**src/rtl/core/spi_thermometer_device_defines.svh**
```systemverilog
// Assertion macros for the serial thermometer device.
// Included by files that carry concurrent assertions; no other dependencies.
`ifndef SPI_THERMOMETER_DEVICE_DEFINES_SVH
`define SPI_THERMOMETER_DEVICE_DEFINES_SVH

// same-cycle implication, disabled during reset
`define STD_ASSERT_IMPLY(label, clk, rst_n, ante, cons) \
    label: assert property (@(posedge clk) disable iff (!rst_n) (ante) |-> (cons)) \
        else $error("implication check failed");

// next-cycle implication, disabled during reset
`define STD_ASSERT_NEXT(label, clk, rst_n, ante, cons) \
    label: assert property (@(posedge clk) disable iff (!rst_n) (ante) |=> (cons)) \
        else $error("next-cycle check failed");

`endif

```
**src/rtl/core/spi_therm_pkg.sv**
```systemverilog
// Package for the serial thermometer device: request/response types, codes,
// register reset values and the conversion length table. No dependencies.
package spi_therm_pkg;

    localparam int TICKS_W = 20;

    typedef enum logic [2:0] {
        KIND_SELECT = 3'd0,
        KIND_SERIAL = 3'd1,
        KIND_DATA   = 3'd2,
        KIND_READ   = 3'd3,
        KIND_TICK   = 3'd4
    } kind_t;

    typedef enum logic [4:0] {
        CMD_NONE       = 5'b00001,
        CMD_READ_CONF  = 5'b00010,
        CMD_READ_LSB   = 5'b00100,
        CMD_READ_MSB   = 5'b01000,
        CMD_WRITE_CONF = 5'b10000
    } cmd_t;

    localparam logic [7:0] ADDR_READ_CONF  = 8'h00;
    localparam logic [7:0] ADDR_READ_LSB   = 8'h01;
    localparam logic [7:0] ADDR_READ_MSB   = 8'h02;
    localparam logic [7:0] ADDR_WRITE_CONF = 8'h80;

    localparam logic [7:0]  CONFIG_RESET = 8'h03;
    localparam logic [15:0] TEMP_RESET   = 16'h1910;
    localparam logic [7:0]  LSB_MASK     = 8'hf0;

    localparam int CFG_SD_BIT = 0;
    localparam int CFG_OS_BIT = 4;
    localparam logic [2:0] RES_CODE_MAX = 3'd4;

    localparam longint unsigned TICK_NS   = 64'd1000;
    localparam longint unsigned TICKS_MAX = 64'hFFFFF;

    localparam longint unsigned CONV_NS_8  = 64'd67500 * 64'd1000;
    localparam longint unsigned CONV_NS_9  = 64'd125 * 64'd1000000;
    localparam longint unsigned CONV_NS_10 = 64'd250 * 64'd1000000;
    localparam longint unsigned CONV_NS_11 = 64'd500 * 64'd1000000;
    localparam longint unsigned CONV_NS_12 = 64'd1000 * 64'd1000000;

    localparam longint unsigned RAW_8  = (CONV_NS_8 + TICK_NS - 64'd1) / TICK_NS;
    localparam longint unsigned RAW_9  = (CONV_NS_9 + TICK_NS - 64'd1) / TICK_NS;
    localparam longint unsigned RAW_10 = (CONV_NS_10 + TICK_NS - 64'd1) / TICK_NS;
    localparam longint unsigned RAW_11 = (CONV_NS_11 + TICK_NS - 64'd1) / TICK_NS;
    localparam longint unsigned RAW_12 = (CONV_NS_12 + TICK_NS - 64'd1) / TICK_NS;

    localparam logic [TICKS_W-1:0] TICKS_8  =
        (RAW_8 > TICKS_MAX) ? TICKS_MAX[TICKS_W-1:0] : RAW_8[TICKS_W-1:0];
    localparam logic [TICKS_W-1:0] TICKS_9  =
        (RAW_9 > TICKS_MAX) ? TICKS_MAX[TICKS_W-1:0] : RAW_9[TICKS_W-1:0];
    localparam logic [TICKS_W-1:0] TICKS_10 =
        (RAW_10 > TICKS_MAX) ? TICKS_MAX[TICKS_W-1:0] : RAW_10[TICKS_W-1:0];
    localparam logic [TICKS_W-1:0] TICKS_11 =
        (RAW_11 > TICKS_MAX) ? TICKS_MAX[TICKS_W-1:0] : RAW_11[TICKS_W-1:0];
    localparam logic [TICKS_W-1:0] TICKS_12 =
        (RAW_12 > TICKS_MAX) ? TICKS_MAX[TICKS_W-1:0] : RAW_12[TICKS_W-1:0];

    typedef struct packed {
        logic [2:0]  kind;
        logic        level;
        logic [7:0]  data_byte;
        logic [15:0] temperature_sample;
    } req_t;

    typedef struct packed {
        logic       read_valid;
        logic [7:0] read_byte;
        logic       converting;
    } rsp_t;

    // resolution codes of 4 and above behave as 12 bits
    function automatic logic [TICKS_W-1:0] conv_ticks(input logic [2:0] code);
        logic [TICKS_W-1:0] t;
        case (code)
            3'd0:    t = TICKS_8;
            3'd1:    t = TICKS_9;
            3'd2:    t = TICKS_10;
            3'd3:    t = TICKS_11;
            default: t = TICKS_12;
        endcase
        return t;
    endfunction

endpackage

```
**src/rtl/core/spi_therm_if.sv**
```systemverilog
// Request and response channel interfaces for the serial thermometer device.
// Valid/ready handshake; no package dependencies.
interface spi_therm_req_if;
    logic        valid;
    logic        ready;
    logic [2:0]  kind;
    logic        level;
    logic [7:0]  data_byte;
    logic [15:0] temperature_sample;

    modport source (output valid, output kind, output level, output data_byte,
                    output temperature_sample, input ready);
    modport sink   (input valid, input kind, input level, input data_byte,
                    input temperature_sample, output ready);
endinterface

interface spi_therm_rsp_if;
    logic       valid;
    logic       ready;
    logic       read_valid;
    logic [7:0] read_byte;
    logic       converting;

    modport source (output valid, output read_valid, output read_byte,
                    output converting, input ready);
    modport sink   (input valid, input read_valid, input read_byte,
                    input converting, output ready);
endinterface

```
**src/rtl/core/spi_therm_core.sv**
```systemverilog
// Device state and per-request update: bus command decode, config writes,
// conversion timer. Depends on spi_therm_pkg.
module spi_therm_core (
    input  logic                clk,
    input  logic                rst_n,
    input  logic                accept,
    input  spi_therm_pkg::req_t req,
    output spi_therm_pkg::rsp_t rsp
);
    import spi_therm_pkg::*;

    logic               select_reg, select_next;
    logic               serial_mode_reg, serial_mode_next;
    cmd_t               cmd_reg, cmd_next;
    logic               pending_reg, pending_next;
    logic [7:0]         pbyte_reg, pbyte_next;
    logic [7:0]         config_reg, config_next;
    logic [15:0]        temp_reg, temp_next;
    logic               start_reg, start_next;
    logic               running_reg, running_next;
    logic [TICKS_W-1:0] ticks_reg, ticks_next;
    logic [TICKS_W-1:0] ticks_dec;
    logic [2:0]         res_code;
    logic               new_sd, new_os;
    logic               rd_valid;
    logic [7:0]         rd_byte;

    assign res_code  = (config_reg[3:1] > RES_CODE_MAX) ? RES_CODE_MAX : config_reg[3:1];
    assign ticks_dec = (ticks_reg != '0) ? ticks_reg - TICKS_W'(1) : '0;
    assign new_sd    = req.data_byte[CFG_SD_BIT];
    assign new_os    = req.data_byte[CFG_OS_BIT];

    always_comb
    begin
        select_next      = select_reg;
        serial_mode_next = serial_mode_reg;
        cmd_next         = cmd_reg;
        pending_next     = pending_reg;
        pbyte_next       = pbyte_reg;
        config_next      = config_reg;
        temp_next        = temp_reg;
        start_next       = start_reg;
        running_next     = running_reg;
        ticks_next       = ticks_reg;
        rd_valid         = 1'b0;
        rd_byte          = 8'h00;

        if (accept)
        begin
            case (kind_t'(req.kind))
                KIND_SELECT:
                begin
                    select_next = req.level;
                    if (!req.level)
                    begin
                        cmd_next     = CMD_NONE;
                        pending_next = 1'b0;
                    end
                end
                KIND_SERIAL:
                begin
                    serial_mode_next = req.level;
                end
                KIND_DATA:
                begin
                    if (select_reg)
                    begin
                        if (cmd_reg == CMD_NONE)
                        begin
                            // address byte; unknown addresses leave everything as is
                            case (req.data_byte)
                                ADDR_READ_CONF:  cmd_next = CMD_READ_CONF;
                                ADDR_READ_LSB:   cmd_next = CMD_READ_LSB;
                                ADDR_READ_MSB:   cmd_next = CMD_READ_MSB;
                                ADDR_WRITE_CONF: cmd_next = CMD_WRITE_CONF;
                                default:         cmd_next = CMD_NONE;
                            endcase
                            if (cmd_next != CMD_NONE)
                            begin
                                pending_next = 1'b1;
                                pbyte_next   = 8'h00;
                            end
                        end
                        else
                        begin
                            pending_next = 1'b1;
                            case (cmd_reg)
                                CMD_READ_CONF: pbyte_next = config_reg;
                                CMD_READ_LSB:  pbyte_next = temp_reg[7:0] & LSB_MASK;
                                CMD_READ_MSB:  pbyte_next = temp_reg[15:8];
                                CMD_WRITE_CONF:
                                begin
                                    pbyte_next  = 8'h00;
                                    config_next = req.data_byte;
                                    if (config_reg[CFG_SD_BIT] && !new_sd)
                                        start_next = 1'b1;
                                    if (!config_reg[CFG_OS_BIT] && new_os && new_sd)
                                        start_next = 1'b1;
                                end
                                default:       pbyte_next = 8'h00;
                            endcase
                        end
                    end
                end
                KIND_READ:
                begin
                    if (select_reg && pending_reg)
                    begin
                        rd_valid     = 1'b1;
                        rd_byte      = pbyte_reg;
                        pending_next = 1'b0;
                    end
                end
                KIND_TICK:
                begin
                    if (start_reg)
                    begin
                        start_next   = 1'b0;
                        running_next = 1'b1;
                        ticks_next   = conv_ticks(res_code);
                    end
                    else if (running_reg)
                    begin
                        ticks_next = ticks_dec;
                        if (ticks_dec == '0)
                        begin
                            running_next = 1'b0;
                            temp_next    = req.temperature_sample;
                            if (!config_reg[CFG_SD_BIT])
                                start_next = 1'b1;
                            else if (config_reg[CFG_OS_BIT])
                                config_next[CFG_OS_BIT] = 1'b0;
                        end
                    end
                end
                default:
                begin
                end
            endcase
        end
    end

    assign rsp.read_valid = rd_valid;
    assign rsp.read_byte  = rd_byte;
    assign rsp.converting = start_next | running_next;

    always_ff @(posedge clk or negedge rst_n)
    begin
        if (!rst_n)
        begin
            select_reg      <= 1'b0;
            serial_mode_reg <= 1'b0;
            cmd_reg         <= CMD_NONE;
            pending_reg     <= 1'b0;
            pbyte_reg       <= 8'h00;
            config_reg      <= CONFIG_RESET;
            temp_reg        <= TEMP_RESET;
            start_reg       <= 1'b0;
            running_reg     <= 1'b0;
            ticks_reg       <= '0;
        end
        else
        begin
            select_reg      <= select_next;
            serial_mode_reg <= serial_mode_next;
            cmd_reg         <= cmd_next;
            pending_reg     <= pending_next;
            pbyte_reg       <= pbyte_next;
            config_reg      <= config_next;
            temp_reg        <= temp_next;
            start_reg       <= start_next;
            running_reg     <= running_next;
            ticks_reg       <= ticks_next;
        end
    end

endmodule

```
**src/rtl/core/spi_thermometer_device.sv**
```systemverilog
// Serial thermometer device, top level; uses spi_therm_pkg, spi_therm_if, spi_therm_core.
// Responses are registered in the output register, or in the skid while it is busy.
// Throughput: one request per cycle while ready is high; a two-entry output stage
// (register plus skid) keeps ready high while one response waits and drops it while two do.
// Reset (rst_n, async low): config 0x03, temperature 0x1910, no command,
// no conversion, output stage empty.
`include "spi_thermometer_device_defines.svh"

module spi_thermometer_device (
    input  logic             clk,
    input  logic             rst_n,
    spi_therm_req_if.sink    req,
    spi_therm_rsp_if.source  rsp
);
    import spi_therm_pkg::*;

    req_t req_word;
    rsp_t core_rsp;
    rsp_t out_reg, out_next;
    rsp_t skid_reg, skid_next;
    logic out_valid_reg, out_valid_next;
    logic skid_valid_reg, skid_valid_next;
    logic accept;
    logic out_fire;

    assign req_word.kind               = req.kind;
    assign req_word.level              = req.level;
    assign req_word.data_byte          = req.data_byte;
    assign req_word.temperature_sample = req.temperature_sample;

    assign req.ready = !skid_valid_reg;
    assign accept    = req.valid && !skid_valid_reg;
    assign out_fire  = out_valid_reg && rsp.ready;

    spi_therm_core u_core (
        .clk    (clk),
        .rst_n  (rst_n),
        .accept (accept),
        .req    (req_word),
        .rsp    (core_rsp)
    );

    always_comb
    begin
        out_next        = out_reg;
        out_valid_next  = out_valid_reg;
        skid_next       = skid_reg;
        skid_valid_next = skid_valid_reg;
        if (!out_valid_reg || out_fire)
        begin
            if (skid_valid_reg)
            begin
                out_next        = skid_reg;
                out_valid_next  = 1'b1;
                skid_valid_next = 1'b0;
            end
            else
            begin
                out_next       = core_rsp;
                out_valid_next = accept;
            end
        end
        else if (accept)
        begin
            skid_next       = core_rsp;
            skid_valid_next = 1'b1;
        end
    end

    always_ff @(posedge clk or negedge rst_n)
    begin
        if (!rst_n)
        begin
            out_valid_reg  <= 1'b0;
            skid_valid_reg <= 1'b0;
        end
        else
        begin
            out_valid_reg  <= out_valid_next;
            skid_valid_reg <= skid_valid_next;
        end
    end

    always_ff @(posedge clk)
    begin
        out_reg  <= out_next;
        skid_reg <= skid_next;
    end

    assign rsp.valid      = out_valid_reg;
    assign rsp.read_valid = out_reg.read_valid;
    assign rsp.read_byte  = out_reg.read_byte;
    assign rsp.converting = out_reg.converting;

    `STD_ASSERT_IMPLY(a_skid_behind_out, clk, rst_n, skid_valid_reg, out_valid_reg)
    `STD_ASSERT_NEXT(a_skid_holds, clk, rst_n, skid_valid_reg && !rsp.ready, skid_valid_reg && $stable(skid_reg))
    `STD_ASSERT_IMPLY(a_read_only_on_host_read, clk, rst_n, core_rsp.read_valid, accept && (req.kind == KIND_READ))
    `STD_ASSERT_NEXT(a_accept_fills_output, clk, rst_n, accept, out_valid_reg)

endmodule
```
**src/flat_wrapper.sv**
```systemverilog
// flat-port wrapper written by rule: the top's interface ports become plain ports
module spi_thermometer_device_flat import spi_therm_pkg::*;
  (clk, rst_n, req_valid, req_kind, req_level, req_data_byte, req_temperature_sample, req_ready, rsp_valid, rsp_read_valid, rsp_read_byte, rsp_converting, rsp_ready);
  spi_therm_req_if req_i ();
  spi_therm_rsp_if rsp_i ();
  input  logic clk;
  input  logic rst_n;
  input wire logic [$bits(req_i.valid)-1:0] req_valid;
  input wire logic [$bits(req_i.kind)-1:0] req_kind;
  input wire logic [$bits(req_i.level)-1:0] req_level;
  input wire logic [$bits(req_i.data_byte)-1:0] req_data_byte;
  input wire logic [$bits(req_i.temperature_sample)-1:0] req_temperature_sample;
  output wire logic [$bits(req_i.ready)-1:0] req_ready;
  output wire logic [$bits(rsp_i.valid)-1:0] rsp_valid;
  output wire logic [$bits(rsp_i.read_valid)-1:0] rsp_read_valid;
  output wire logic [$bits(rsp_i.read_byte)-1:0] rsp_read_byte;
  output wire logic [$bits(rsp_i.converting)-1:0] rsp_converting;
  input wire logic [$bits(rsp_i.ready)-1:0] rsp_ready;
  assign req_i.valid = req_valid;
  assign req_i.kind = req_kind;
  assign req_i.level = req_level;
  assign req_i.data_byte = req_data_byte;
  assign req_i.temperature_sample = req_temperature_sample;
  assign req_ready = req_i.ready;
  assign rsp_valid = rsp_i.valid;
  assign rsp_read_valid = rsp_i.read_valid;
  assign rsp_read_byte = rsp_i.read_byte;
  assign rsp_converting = rsp_i.converting;
  assign rsp_i.ready = rsp_ready;
  spi_thermometer_device u_core (.clk(clk), .rst_n(rst_n), .req(req_i), .rsp(rsp_i));
endmodule
```
**config.mk**
```make
export PLATFORM = sky130hd
export DESIGN_NAME = spi_thermometer_device_flat
export DESIGN_NICKNAME = d
export VERILOG_FILES = /design/src/rtl/core/spi_therm_pkg.sv /design/src/rtl/core/spi_therm_if.sv /design/src/rtl/core/spi_therm_core.sv /design/src/rtl/core/spi_thermometer_device.sv /design/src/flat_wrapper.sv
export VERILOG_INCLUDE_DIRS = /design/src /design/src/rtl/core
export SDC_FILE = /design/constraint.sdc
export NUM_CORES = 1
export LEC_CHECK = 0
export ABC_AREA = 1
export BUFFER_PORTS_ARGS = -buffer_cell sky130_fd_sc_hd__buf_2
export CAP_MARGIN = 20
export CORE_MARGIN = 3
export CORE_UTILIZATION = 40
export CTS_CLUSTER_SIZE = 20
export DETAILED_ROUTE_END_ITERATION = 10
export HOLD_SLACK_MARGIN = 0.12
export PLACE_DENSITY_LB_ADDON = 0.3
export SYNTH_ARGS = -nofsm -noshare
export SYNTH_HDL_FRONTEND = slang
export SYNTH_SLANG_ARGS = --single-unit
```
**constraint.sdc**
```tcl
create_clock -name clk -period 3.1 [get_ports clk]
set_clock_uncertainty 0.15 [all_clocks]
set_input_delay 0.155 -clock clk [delete_from_list [all_inputs] [get_ports clk]]
set_output_delay 0.155 -clock clk [all_outputs]
set_load 0.005 [all_outputs]
```
==> impl_metrics.env, run 1 <==
export IMPL_outcome="finished, final reports clean"
export IMPL_htreeDepth=3
export IMPL_initial_core_util_pct=41.4
export IMPL_synth_nets=577
export IMPL_relSlewSlack_pct=50.4
export IMPL_synth_seq_cells=79
export IMPL_vias=3730
export IMPL_dieArea_um2=12100
export IMPL_cp_common_cell="nand2_1"
export IMPL_seqPwrFrac_pct=46.2
export IMPL_ys_types=41
export IMPL_synthTopCellsByArea="dfrtp_1 (30%), edfxtp_1 (14%), nand2_1 (10%)"
export IMPL_postRouteAntennaNets=0
export IMPL_tightestPinTransition_ns=0.742
export IMPL_clockBufferDepth=2
export IMPL_layout_commonest_cell="nand2_1"
export IMPL_arrival_ns=2.91
export IMPL_fin_tns_setup_ns=0
export IMPL_setup_ws_ns=0.293
export IMPL_cts_tree="done"
export IMPL_internal_power_mw=1.95
export IMPL_cts_setup_buffers=0
export IMPL_root_buffer="clkbuf_8"
export IMPL_critical_path_class="reg -> reg"
export IMPL_p_leak_nw=2.36
export IMPL_drive_gt1_share_pct=16.7
export IMPL_synth_ff_type="dfrtp_1"
export IMPL_drtIter0Drc=320
export IMPL_grt_max_degree=46
export IMPL_critPathCaptureType="flop"
export IMPL_swShare_pct=37.4
export IMPL_critical_path_max_stage_delay_ns=0.44
export IMPL_synth_top_area_cell="dfrtp_1"
export IMPL_synthCells=544
export IMPL_place_ws_ns=0.152
export IMPL_die_w_um=110
export IMPL_std_cell_rows=37
export IMPL_worst_ep_required_time_ns=3.20
export IMPL_wl_per_cell_um=12.8
export IMPL_hpwl_mm=6.97
export IMPL_fmax_mhz=356
export IMPL_via_per_inst=4.93
export IMPL_cts_sink_count=79
export IMPL_numCtsBuffers=9
export IMPL_clk_latency_ns=0.36
export IMPL_synth_top_area_share_pct=30.1
export IMPL_nets=649
export IMPL_track_usage_pct=16.5
export IMPL_io_buffers=39
export IMPL_antenna_found_initial=0
export IMPL_drc_errors=0
export IMPL_fp_coreArea_um2=10400
export IMPL_synthArstFlopShare_pct=74.7
export IMPL_die_h_um=110
export IMPL_crit_fanout=24
export IMPL_power_density_nw_per_um2=604
export IMPL_drt_wl_total_mm=9.71
export IMPL_clkPwrFrac_pct=25.1
export IMPL_syn2layout_area_growth_pct=19.9
export IMPL_grt_first_pass_wirelength_mm=15.7
export IMPL_syn_avg_cell_area_um2=7.94
export IMPL_cp_start_kind="flop"
export IMPL_switchingPower_mw=1.17
export IMPL_first_global_vias=3358
export IMPL_hold_depth=5
export IMPL_cts_reportedPaths_clkPinSlew_ns=0.10
export IMPL_fillers=973
export IMPL_place_gp_congestion=0.891
export IMPL_finalMaxSlewViolations=0
export IMPL_crit_chain="nor2_1 -> nand2_1 -> nor2_1 -> nand3_4 -> nand2_1 -> nand2_1 -> nor2_1 -> nand2_1 -> nor2_2 -> nand4_1 -> nand3b_4 -> nand2_1 -> o21ai_2"
export IMPL_synth_edf_count=20
export IMPL_drv_cap=0
export IMPL_grt_remaining_overflow=0
export IMPL_n_antenna_cell=0
export IMPL_synthesis_area_um2=4320
export IMPL_critPathSlowestCell="nand3b_4"
export IMPL_pwr_share_comb_pct=28.7
export IMPL_largest_register_ffs=20
export IMPL_io_pins=44
export IMPL_ir_drop_mv=0.223
export IMPL_ff2ff_path_depth=13
export IMPL_dr_pass1_iters=5
export IMPL_rsz0062_at_grt="false"
export IMPL_hold_class="in -> reg"
export IMPL_ys_warn_count=0
export IMPL_min_period_ns=2.81
export IMPL_ys_seq_area_share_pct=48.3
export IMPL_mostFrequentLayoutCells="nand2_1 (117), inv_1 (93), nor2_1 (57), o21ai_0 (56), dfrtp_1 (52)"
export IMPL_setup_viol=0
export IMPL_timing_hold_violations_final=0
export IMPL_fin_crit_sh_pct=90.6
[synth_stat cells (6+ instances only)]
| cell type | number |
|---|---|
| nand2_1 | 120 |
| o22ai_1 | 12 |
| dfstp_2 | 7 |
| o21ai_2 | 12 |
| nand3_1 | 31 |
| nor3_1 | 6 |
| dfrtp_1 | 52 |
| nor2_1 | 57 |
| nand4_1 | 9 |
| nand2_2 | 8 |
| a21oi_1 | 10 |
| edfxtp_1 | 20 |
| inv_1 | 94 |
| o21ai_0 | 56 |
| clkbuf_1 | 7 |
[worst max-delay path, delay by kind of cell (launching register included)]
kind / cells / cell delay [ns]
flops: 1 / 0.42
simple gates: 12 / 2.06
compound gates: 1 / 0.06
[stage by stage]
stage          utilization, %  instances  hold slack, ns  total power, mW  instance area, um2
4_1_cts                  49.1        754           0.130             3.12                5110
2_1_floorplan               -        544          -0.291             2.06                4320
3_3_place_gp             44.5        711           0.220             2.28                4640
5_1_grt                  49.7        757           0.178             3.35                5170
6_report                 49.7        757           0.154             3.12                5170
3_5_place_dp             44.5        711           0.219             2.30                4640
[per-layer routing]
metal | track usage, % | vias up | part of all wire [%]
met5 | 0 | - | 0
met4 | 4.63 | 0 | 1.2
met3 | 3.41 | 11 | 6.1
met2 | 25.4 | 118 | 44
met1 | 23.5 | 1676 | 49
li1 | - | 1925 | -
[cell families (layout without fill, tap and decap cells)]
group	after synthesis	count (layout)	synth area share (%)
and+or+nand+nor	245	246	25.5
buffers and inverters	108	184	9.94
AOI/OAI and AO/OA	107	107	15.1
DFF	79	79	48.3
xor gates and xnor gates	4	4	0.812
adders and majority gates	1	1	0.290
[area by class of cell]
class | count | area [um2] | area share [%]
Clock buffer | 10 | 149 | 2.88
Clock inverter | 6 | 53.8 | 1.04
Inverter | 97 | 364 | 7.04
Multi-Input combinational cell | 358 | 1830 | 35.4
Sequential cell | 79 | 2090 | 40.3
Tap cell | 136 | 170 | 3.29
Timing Repair Buffer | 71 | 518 | 10.0
[path summary, 6_finish.rpt]
| path | slack, ns | endpoint | startpoint |
|---|---|---|---|
| max in group asynchronous | 1.77 | u_core.u_core.config_reg[1]$_DFFE_PN1P_ | rst_n |
| min reg2reg | 0.33 | u_core.u_core.temp_reg[11]$_DFFE_PN1P_ | u_core.u_core.temp_reg[11]$_DFFE_PN1P_ |
| max reg2reg | 0.29 | u_core.u_core.temp_reg[6]$_DFFE_PN0P_ | u_core.u_core.ticks_reg[18]$_DFFE_PN0P_ |
| min in group asynchronous | 0.52 | u_core.skid_valid_reg$_DFFE_PN0P_ | rst_n |
| max | 0.29 | u_core.u_core.temp_reg[6]$_DFFE_PN0P_ | u_core.u_core.ticks_reg[18]$_DFFE_PN0P_ |
| min | 0.15 | u_core.u_core.config_reg[4]$_DFFE_PN0P_ | req_kind[0] |
[timing repair]
item	4_1_cts	5_1_grt
gates resized for setup	0	7
hold buffers	27	1
hold endpoints to repair	66	2
setup endpoints to repair	0	13
[power by group through the flow]
stage	combinational, mW	clock [mW]	sequential (mW)
6_report	0.897	0.784	1.44
5_1_grt	1.03	0.849	1.47
4_1_cts	0.877	0.806	1.44
3_5_place_dp	0.846	0	1.46
3_3_place_gp	0.820	0	1.46
2_1_floorplan	0.642	0	1.42
(Power assumes the default switching activity.)
==> run 2: changes to the inputs <==
--- a/config.mk
+++ b/config.mk
@@ -10,5 +10,5 @@
 export BUFFER_PORTS_ARGS = -buffer_cell sky130_fd_sc_hd__buf_2
 export CAP_MARGIN = 20
-export CORE_MARGIN = 3
+export CORE_MARGIN = 2
 export CORE_UTILIZATION = 40
 export CTS_CLUSTER_SIZE = 20
==> constraint.sdc (replaced) <==
create_clock -name clk -period 3.1 [get_ports clk]
set_clock_uncertainty 0.15 [all_clocks]
set_input_delay 0.62 -clock clk [delete_from_list [all_inputs] [get_ports clk]]
set_output_delay 0.62 -clock clk [all_outputs]
set_load 0.005 [all_outputs]
==> run 2 against run 1 <==
Compared with the run above:
- critical path depth grew 2
- setup slack got worse by 0.017 ns
- non-clock buffer count fell by 26
- clock power shrank 6.5%
- register-to-register slack got worse by 0.02 ns
- design area fell by 5.5%
- sequential share of layout area up 2.3 points
- count of clock-buffer cells in the layout stayed put
- utilization shrank 2.7 points
- die area is 3.6% lower
- global-route usage grew 1.2 points
- largest power group unchanged
==> impl_metrics.env, run 2 (synthesized netlist as in run 1, its figures left out) <==
export IMPL_outcome="finished, final reports clean"
export IMPL_grt_max_degree=37
export IMPL_vias=3710
export IMPL_ir_drop_mv=0.200
export IMPL_drv_cap=0
export IMPL_p_total_mw=3.05
export IMPL_dr_pass1_iters=5
export IMPL_die_w_um=108
export IMPL_arrival_ns=2.80
export IMPL_n_antenna_cell=0
export IMPL_place_ws_ns=0.165
export IMPL_wl_per_cell_um=13.5
export IMPL_critical_path_class="reg -> reg"
export IMPL_layout_commonest_cell="nand2_1"
export IMPL_final_area_um2=4890
export IMPL_via_per_inst=5.07
export IMPL_fin_tns_setup_ns=0
export IMPL_hpwl_mm=7.22
export IMPL_final_seq_area_um2=2090
export IMPL_dp_cells=714
export IMPL_cp_start_kind="flop"
export IMPL_fillers=1037
export IMPL_syn2layout_area_growth_pct=13.3
export IMPL_grt_remaining_overflow=0
export IMPL_largest_register_ffs=20
export IMPL_track_usage_pct=17.7
export IMPL_whs_ns=0.189
export IMPL_rsz0062_at_grt="false"
export IMPL_antenna_found_initial=0
export IMPL_io_pins=44
export IMPL_drtIter0Drc=213
export IMPL_fin_util_pct=47.0
export IMPL_clockBufferDepth=2
export IMPL_relSlewSlack_pct=46.7
export IMPL_grt_first_pass_wirelength_mm=16.1
export IMPL_setup_viol=0
export IMPL_drive_gt1_share_pct=17.3
export IMPL_hold_class="in -> async"
export IMPL_multi_input_area_um2=1840
export IMPL_fp_coreArea_um2=10400
export IMPL_instances_no_fill=732
export IMPL_p_leak_nw=2.26
export IMPL_nets=624
export IMPL_dieArea_um2=11600
export IMPL_cts_setup_buffers=0
export IMPL_critPathCaptureType="flop"
export IMPL_tightestPinTransition_ns=0.800
export IMPL_clk_latency_ns=0.36
export IMPL_htreeDepth=3
export IMPL_min_period_ns=2.82
export IMPL_drc_errors=0
export IMPL_initial_core_util_pct=41.4
export IMPL_power_density_nw_per_um2=623
export IMPL_cts_sink_count=79
export IMPL_cts_tree="done"
export IMPL_place_gp_congestion=0.888
export IMPL_setup_ws_ns=0.275
export IMPL_fmax_mhz=354
export IMPL_timing_hold_violations_final=0
export IMPL_io_buffers=39
export IMPL_finalMaxSlewViolations=0
export IMPL_die_h_um=108
export IMPL_cts_reportedPaths_clkPinSlew_ns=0.08
export IMPL_worst_ep_required_time_ns=3.08
export IMPL_root_buffer="clkbuf_8"
export IMPL_numCtsBuffers=9
export IMPL_fin_crit_sh_pct=91.1
export IMPL_mostFrequentLayoutCells="nand2_1 (120), inv_1 (94), nor2_1 (57), o21ai_0 (56), dfrtp_1 (52)"
export IMPL_crit_fanout=11
export IMPL_place_area_um2=4660
export IMPL_first_global_vias=3379
export IMPL_std_cell_rows=37
export IMPL_drt_wl_total_mm=9.89
export IMPL_postRouteAntennaNets=0
-- run 2: changes by cell type in the layout (fill, tap and decap cells not counted), sizes merged --
cell	before	now
dlygate4sd3	28	0
clkinv	2	5
inv	100	97
buf	43	45
nand3b	2	3
-- run 2: where the power goes --
part	total, mW	switching [mW]	internal, mW
Sequential	1.45	0.178	1.27
Combinational	0.862	0.568	0.294
Clock	0.733	0.411	0.322
-- run 2: path summary, 6_finish.rpt --
check / start / end / slack (ns) / cells past startpoint
worst min register to register: u_core.u_core.temp_reg[12]$_DFFE_PN1P_ / u_core.u_core.temp_reg[12]$_DFFE_PN1P_ / 0.33 / 2
worst min-delay path: rst_n / u_core.u_core.config_reg[3]$_DFFE_PN0P_ / 0.19 / 1
min in group clk: req_temperature_sample[8] / u_core.u_core.temp_reg[8]$_DFFE_PN1P_ / 0.30 / 3
worst max-delay path: u_core.u_core.ticks_reg[0]$_DFFE_PN0P_ / u_core.rsp.converting$_DFFE_PN_ / 0.28 / 15
worst max register to register: u_core.u_core.ticks_reg[0]$_DFFE_PN0P_ / u_core.rsp.converting$_DFFE_PN_ / 0.28 / 15
max in group asynchronous: rst_n / u_core.u_core.ticks_reg[6]$_DFFE_PN0P_ / 1.92 / 2
-- run 2: worst max-delay path, cell delays in order (launching register included) --
cell     delay [ns]
dfrtp_1        0.36
inv_1          0.11
ha_1           0.25
nand2_4        0.12
nor2_8         0.23
nand3_4        0.18
nand2_1        0.13
nand2_1        0.06
nor2_1         0.11
nand2_1        0.09
nor2_2         0.15
nand4_1        0.23
a21oi_2        0.20
nand2_1        0.10
nand2_1        0.07
nand2_1        0.05
-- run 2: layout make-up --
type / count / share of cell area [%]
Tap cell: 136 / 3.48
Clock inverter: 6 / 1.05
Sequential cell: 79 / 42.6
Clock buffer: 10 / 2.81
Timing Repair Buffer: 45 / 4.91
Inverter: 97 / 7.44
Multi-Input combinational cell: 359 / 37.7
-- run 2: per-layer routing --
metal	track usage, %	routed length (um)
met5	0	0
met4	5.95	124
met1	25.2	4820
met3	3.03	561
met2	27.2	4380
-- run 2: repair_timing --
item,in CTS,in global routing
gates resized for setup,0,3
hold buffers,0,0
endpoints found under the setup margin,0,12
==> run 3: changes to the inputs <==
ABC_AREA = 0   (was 1)
CTS_BUF_LIST = sky130_fd_sc_hd__clkbuf_4 sky130_fd_sc_hd__clkbuf_8   (was not set)
==> run 3 against run 2 <==
Compared with the run above:
- design area is 0.20% lower
- cell count is 19% lower
- utilization is 2.5 points higher
- combinational power is 0.9% higher
- die area is 4.9% lower
- sequential power is 3% lower
- register-to-register slack worse by 0.20 ns
- setup slack worse by 0.20 ns
- non-clock buffer count is 23 higher
- synthesized cell count is 27% lower
- via count is 10% lower
- first-iteration DRC count is 25% higher
- critical endpoint is now u_core.u_core.temp_reg[15]$_DFFE_PN0P_
- largest power group unchanged
- highest routed layer unchanged
==> impl_metrics.env, run 3 <==
export IMPL_outcome="finished, final reports clean"
export IMPL_synthTopCellsByCount="dfrtp_1 (52), o21ai_0 (40), nand2_1 (36)"
export IMPL_cp_start_kind="flop"
export IMPL_clockBufferDepth=2
export IMPL_synth_edf_count=20
export IMPL_ff2ff_path_depth=8
export IMPL_htreeDepth=3
export IMPL_relSlewSlack_pct=30.2
export IMPL_io_buffers=39
export IMPL_endpoint="u_core.u_core.temp_reg[15]$_DFFE_PN0P_"
export IMPL_cp_startpoint="u_core.u_core.ticks_reg[4]$_DFFE_PN0P_"
export IMPL_tightestPinTransition_ns=1.04
export IMPL_fin_crit_sh_pct=97.6
export IMPL_synthTopCellsByArea="dfrtp_1 (32%), edfxtp_1 (15%), o21ai_0 (4.9%)"
export IMPL_fmax_mhz=331
export IMPL_p_total_mw=3.09
export IMPL_postRouteAntennaNets=0
export IMPL_ir_drop_mv=0.216
export IMPL_drt_wl_total_mm=9.52
export IMPL_setup_viol=0
export IMPL_numCtsBuffers=9
export IMPL_r2r_end="u_core.u_core.temp_reg[15]$_DFFE_PN0P_"
export IMPL_worst_ep_required_time_ns=3.19
export IMPL_hold_class="reg -> reg"
export IMPL_drtIter0Drc=266
export IMPL_via_per_inst=5.59
export IMPL_finalMaxSlewViolations=0
export IMPL_power_density_nw_per_um2=634
export IMPL_layout_commonest_cell="dfrtp_1"
export IMPL_synth_most_common_cell="dfrtp_1"
export IMPL_ys_types=60
export IMPL_grt_busiest_layer="met2"
export IMPL_drive_gt1_share_pct=27.4
export IMPL_synthesis_area_um2=4100
export IMPL_synth_ff_type="dfrtp_1"
export IMPL_drv_cap=0
export IMPL_die_h_um=105
export IMPL_critical_path_class="reg -> reg"
export IMPL_use_met1_pct=26.3
export IMPL_dr_pass1_iters=7
export IMPL_reg2reg_setup_slack_ns=0.07
export IMPL_min_period_ns=3.03
export IMPL_cts_tree="done"
export IMPL_grt_use_met3_pct=2.23
export IMPL_grt_remaining_overflow=0
export IMPL_antenna_found_initial=0
export IMPL_grt_first_pass_wirelength_mm=15.9
export IMPL_ys_warn_count=0
export IMPL_grt_max_degree=22
export IMPL_nets=491
export IMPL_p_leak_nw=2.07
export IMPL_largest_register_ffs=20
export IMPL_track_usage_pct=17.7
export IMPL_drc_errors=0
export IMPL_synth_nets=428
export IMPL_cts_sink_count=79
export IMPL_mostFrequentLayoutCells="dfrtp_1 (51), o21ai_0 (40), buf_2 (39), nand2_1 (36), nor2_1 (28)"
export IMPL_io_pins=44
export IMPL_arrival_ns=3.12
export IMPL_hpwl_mm=6.97
export IMPL_root_buffer="clkbuf_8"
export IMPL_initial_core_util_pct=41.6
export IMPL_place_gp_congestion=0.889
export IMPL_n_antenna_cell=0
export IMPL_crit_fanout=7
export IMPL_ys_seq_area_share_pct=50.9
export IMPL_vias=3329
export IMPL_synthArstFlopShare_pct=74.7
export IMPL_critPathCaptureType="flop"
export IMPL_fin_tns_setup_ns=0
export IMPL_synth_top_area_share_pct=31.7
export IMPL_syn2layout_area_growth_pct=19.1
export IMPL_first_global_vias=3204
export IMPL_synth_seq_cells=79
export IMPL_timing_hold_violations_final=0
export IMPL_synth_top_area_cell="dfrtp_1"
export IMPL_die_w_um=105
export IMPL_synthCells=395
export IMPL_rr_startpoint="u_core.u_core.ticks_reg[4]$_DFFE_PN0P_"
export IMPL_std_cell_rows=36
export IMPL_cts_reportedPaths_clkPinSlew_ns=0.09
export IMPL_syn_avg_cell_area_um2=10.4
export IMPL_fp_coreArea_um2=9860
export IMPL_rsz0062_at_grt="false"
export IMPL_clk_latency_ns=0.35
export IMPL_wl_per_cell_um=16.0
export IMPL_grtUsageMet2_pct=27.0
export IMPL_dieArea_um2=11100
==> run 3: cell types whose count changed in the layout (fill, tap and decap cells not counted), moves of 11 or more <==
cell / change
o21ai_2: -12
inv_1: -82
nand2_1: -84
nor2_1: -29
nand3_1: -26
nor3_1: +12
mux2_2: +13
or3_1: +11
o21ai_0: -16
buf_4: +20
==> run 3: cell families (layout without fill, tap and decap cells) <==
family / count (synthesis) / after routing / synth area share, %
AOI/OAI and AO/OA: 110 / 110 / 18.8
xor gates and xnor gates: 2 / 2 / 0.427
adders and majority gates: 2 / 2 / 0.549
buffers and inverters: 28 / 96 / 2.93
DFF: 79 / 79 / 50.9
muxes: 22 / 22 / 6.87
and+or+nand+nor: 152 / 152 / 19.6
==> run 3: power by group <==
| group | internal, mW | switching, mW | total (mW) |
|---|---|---|---|
| registers | 1.23 | 0.181 | 1.41 |
| logic | 0.386 | 0.484 | 0.870 |
| clock network | 0.391 | 0.424 | 0.814 |
==> run 3: repair_timing <==
action,CTS,global route
endpoints found under the setup margin,0,14
resized for setup,0,4
buffers inserted,0,6
hold endpoints to repair,17,0
hold buffers,1,0
==> run 3: stage by stage <==
step                cell area [um2]  cells  setup WS, ns  hold WS (ns)  util (%)
floorplan                      4120    395         0.107         0.174         -
global placement               4580    572         0.124         0.307      46.4
detailed placement             4580    572        0.0871         0.312      46.4
CTS                            4800    589        0.0702         0.330      48.7
global route                   4880    596        0.0140         0.333      49.5
finish                         4880    596        0.0744         0.330      49.5
==> run 3: area by class of cell <==
cell class,count,area [um2]
clock buffer,9,124
clock inverter,7,86.3
fill,896,4980
inverter,12,45.0
multi-input combinational,288,1930
sequential,79,2090
tap,133,166
timing repair buffer,68,445
==> run 3: worst max-delay path, cell delays in order, from the launching register on <==
cell and delay (ns):
dfrtp_2 0.44, or3_1 0.39, o41a_1 0.47, a2111oi_4 0.22, o2111ai_2 0.24, a2111oi_4 0.37
buf_4 0.19, buf_12 0.13, mux2_2 0.33
==> run 3: layer usage <==
metal / wire length [um] / share of wire [%]
met1: 4570 / 48
met2: 4350 / 46
met3: 488 / 5.1
met5: 0 / 0
met4: 110 / 1.2
==> run 3: worst min-delay path by stage <==
stage	slack [ns]	startpoint	end	cells after the start
after CTS	0.33	req_temperature_sample[9]	u_core.u_core.temp_reg[9]$_DFFE_PN0P_	2
after global routing	0.33	req_temperature_sample[10]	u_core.u_core.temp_reg[10]$_DFFE_PN0P_	2
after global placement	0.31	u_core.u_core.pbyte_reg[3]$_DFFE_PN0P_	u_core.u_core.pbyte_reg[3]$_DFFE_PN0P_	2
after detailed placement	0.31	u_core.u_core.pbyte_reg[2]$_DFFE_PN0P_	u_core.u_core.pbyte_reg[2]$_DFFE_PN0P_	2
final	0.33	u_core.u_core.pbyte_reg[2]$_DFFE_PN0P_	u_core.u_core.pbyte_reg[2]$_DFFE_PN0P_	2
after floorplan	0.17	rst_n	u_core.rsp.valid$_DFFE_PN0N_	0
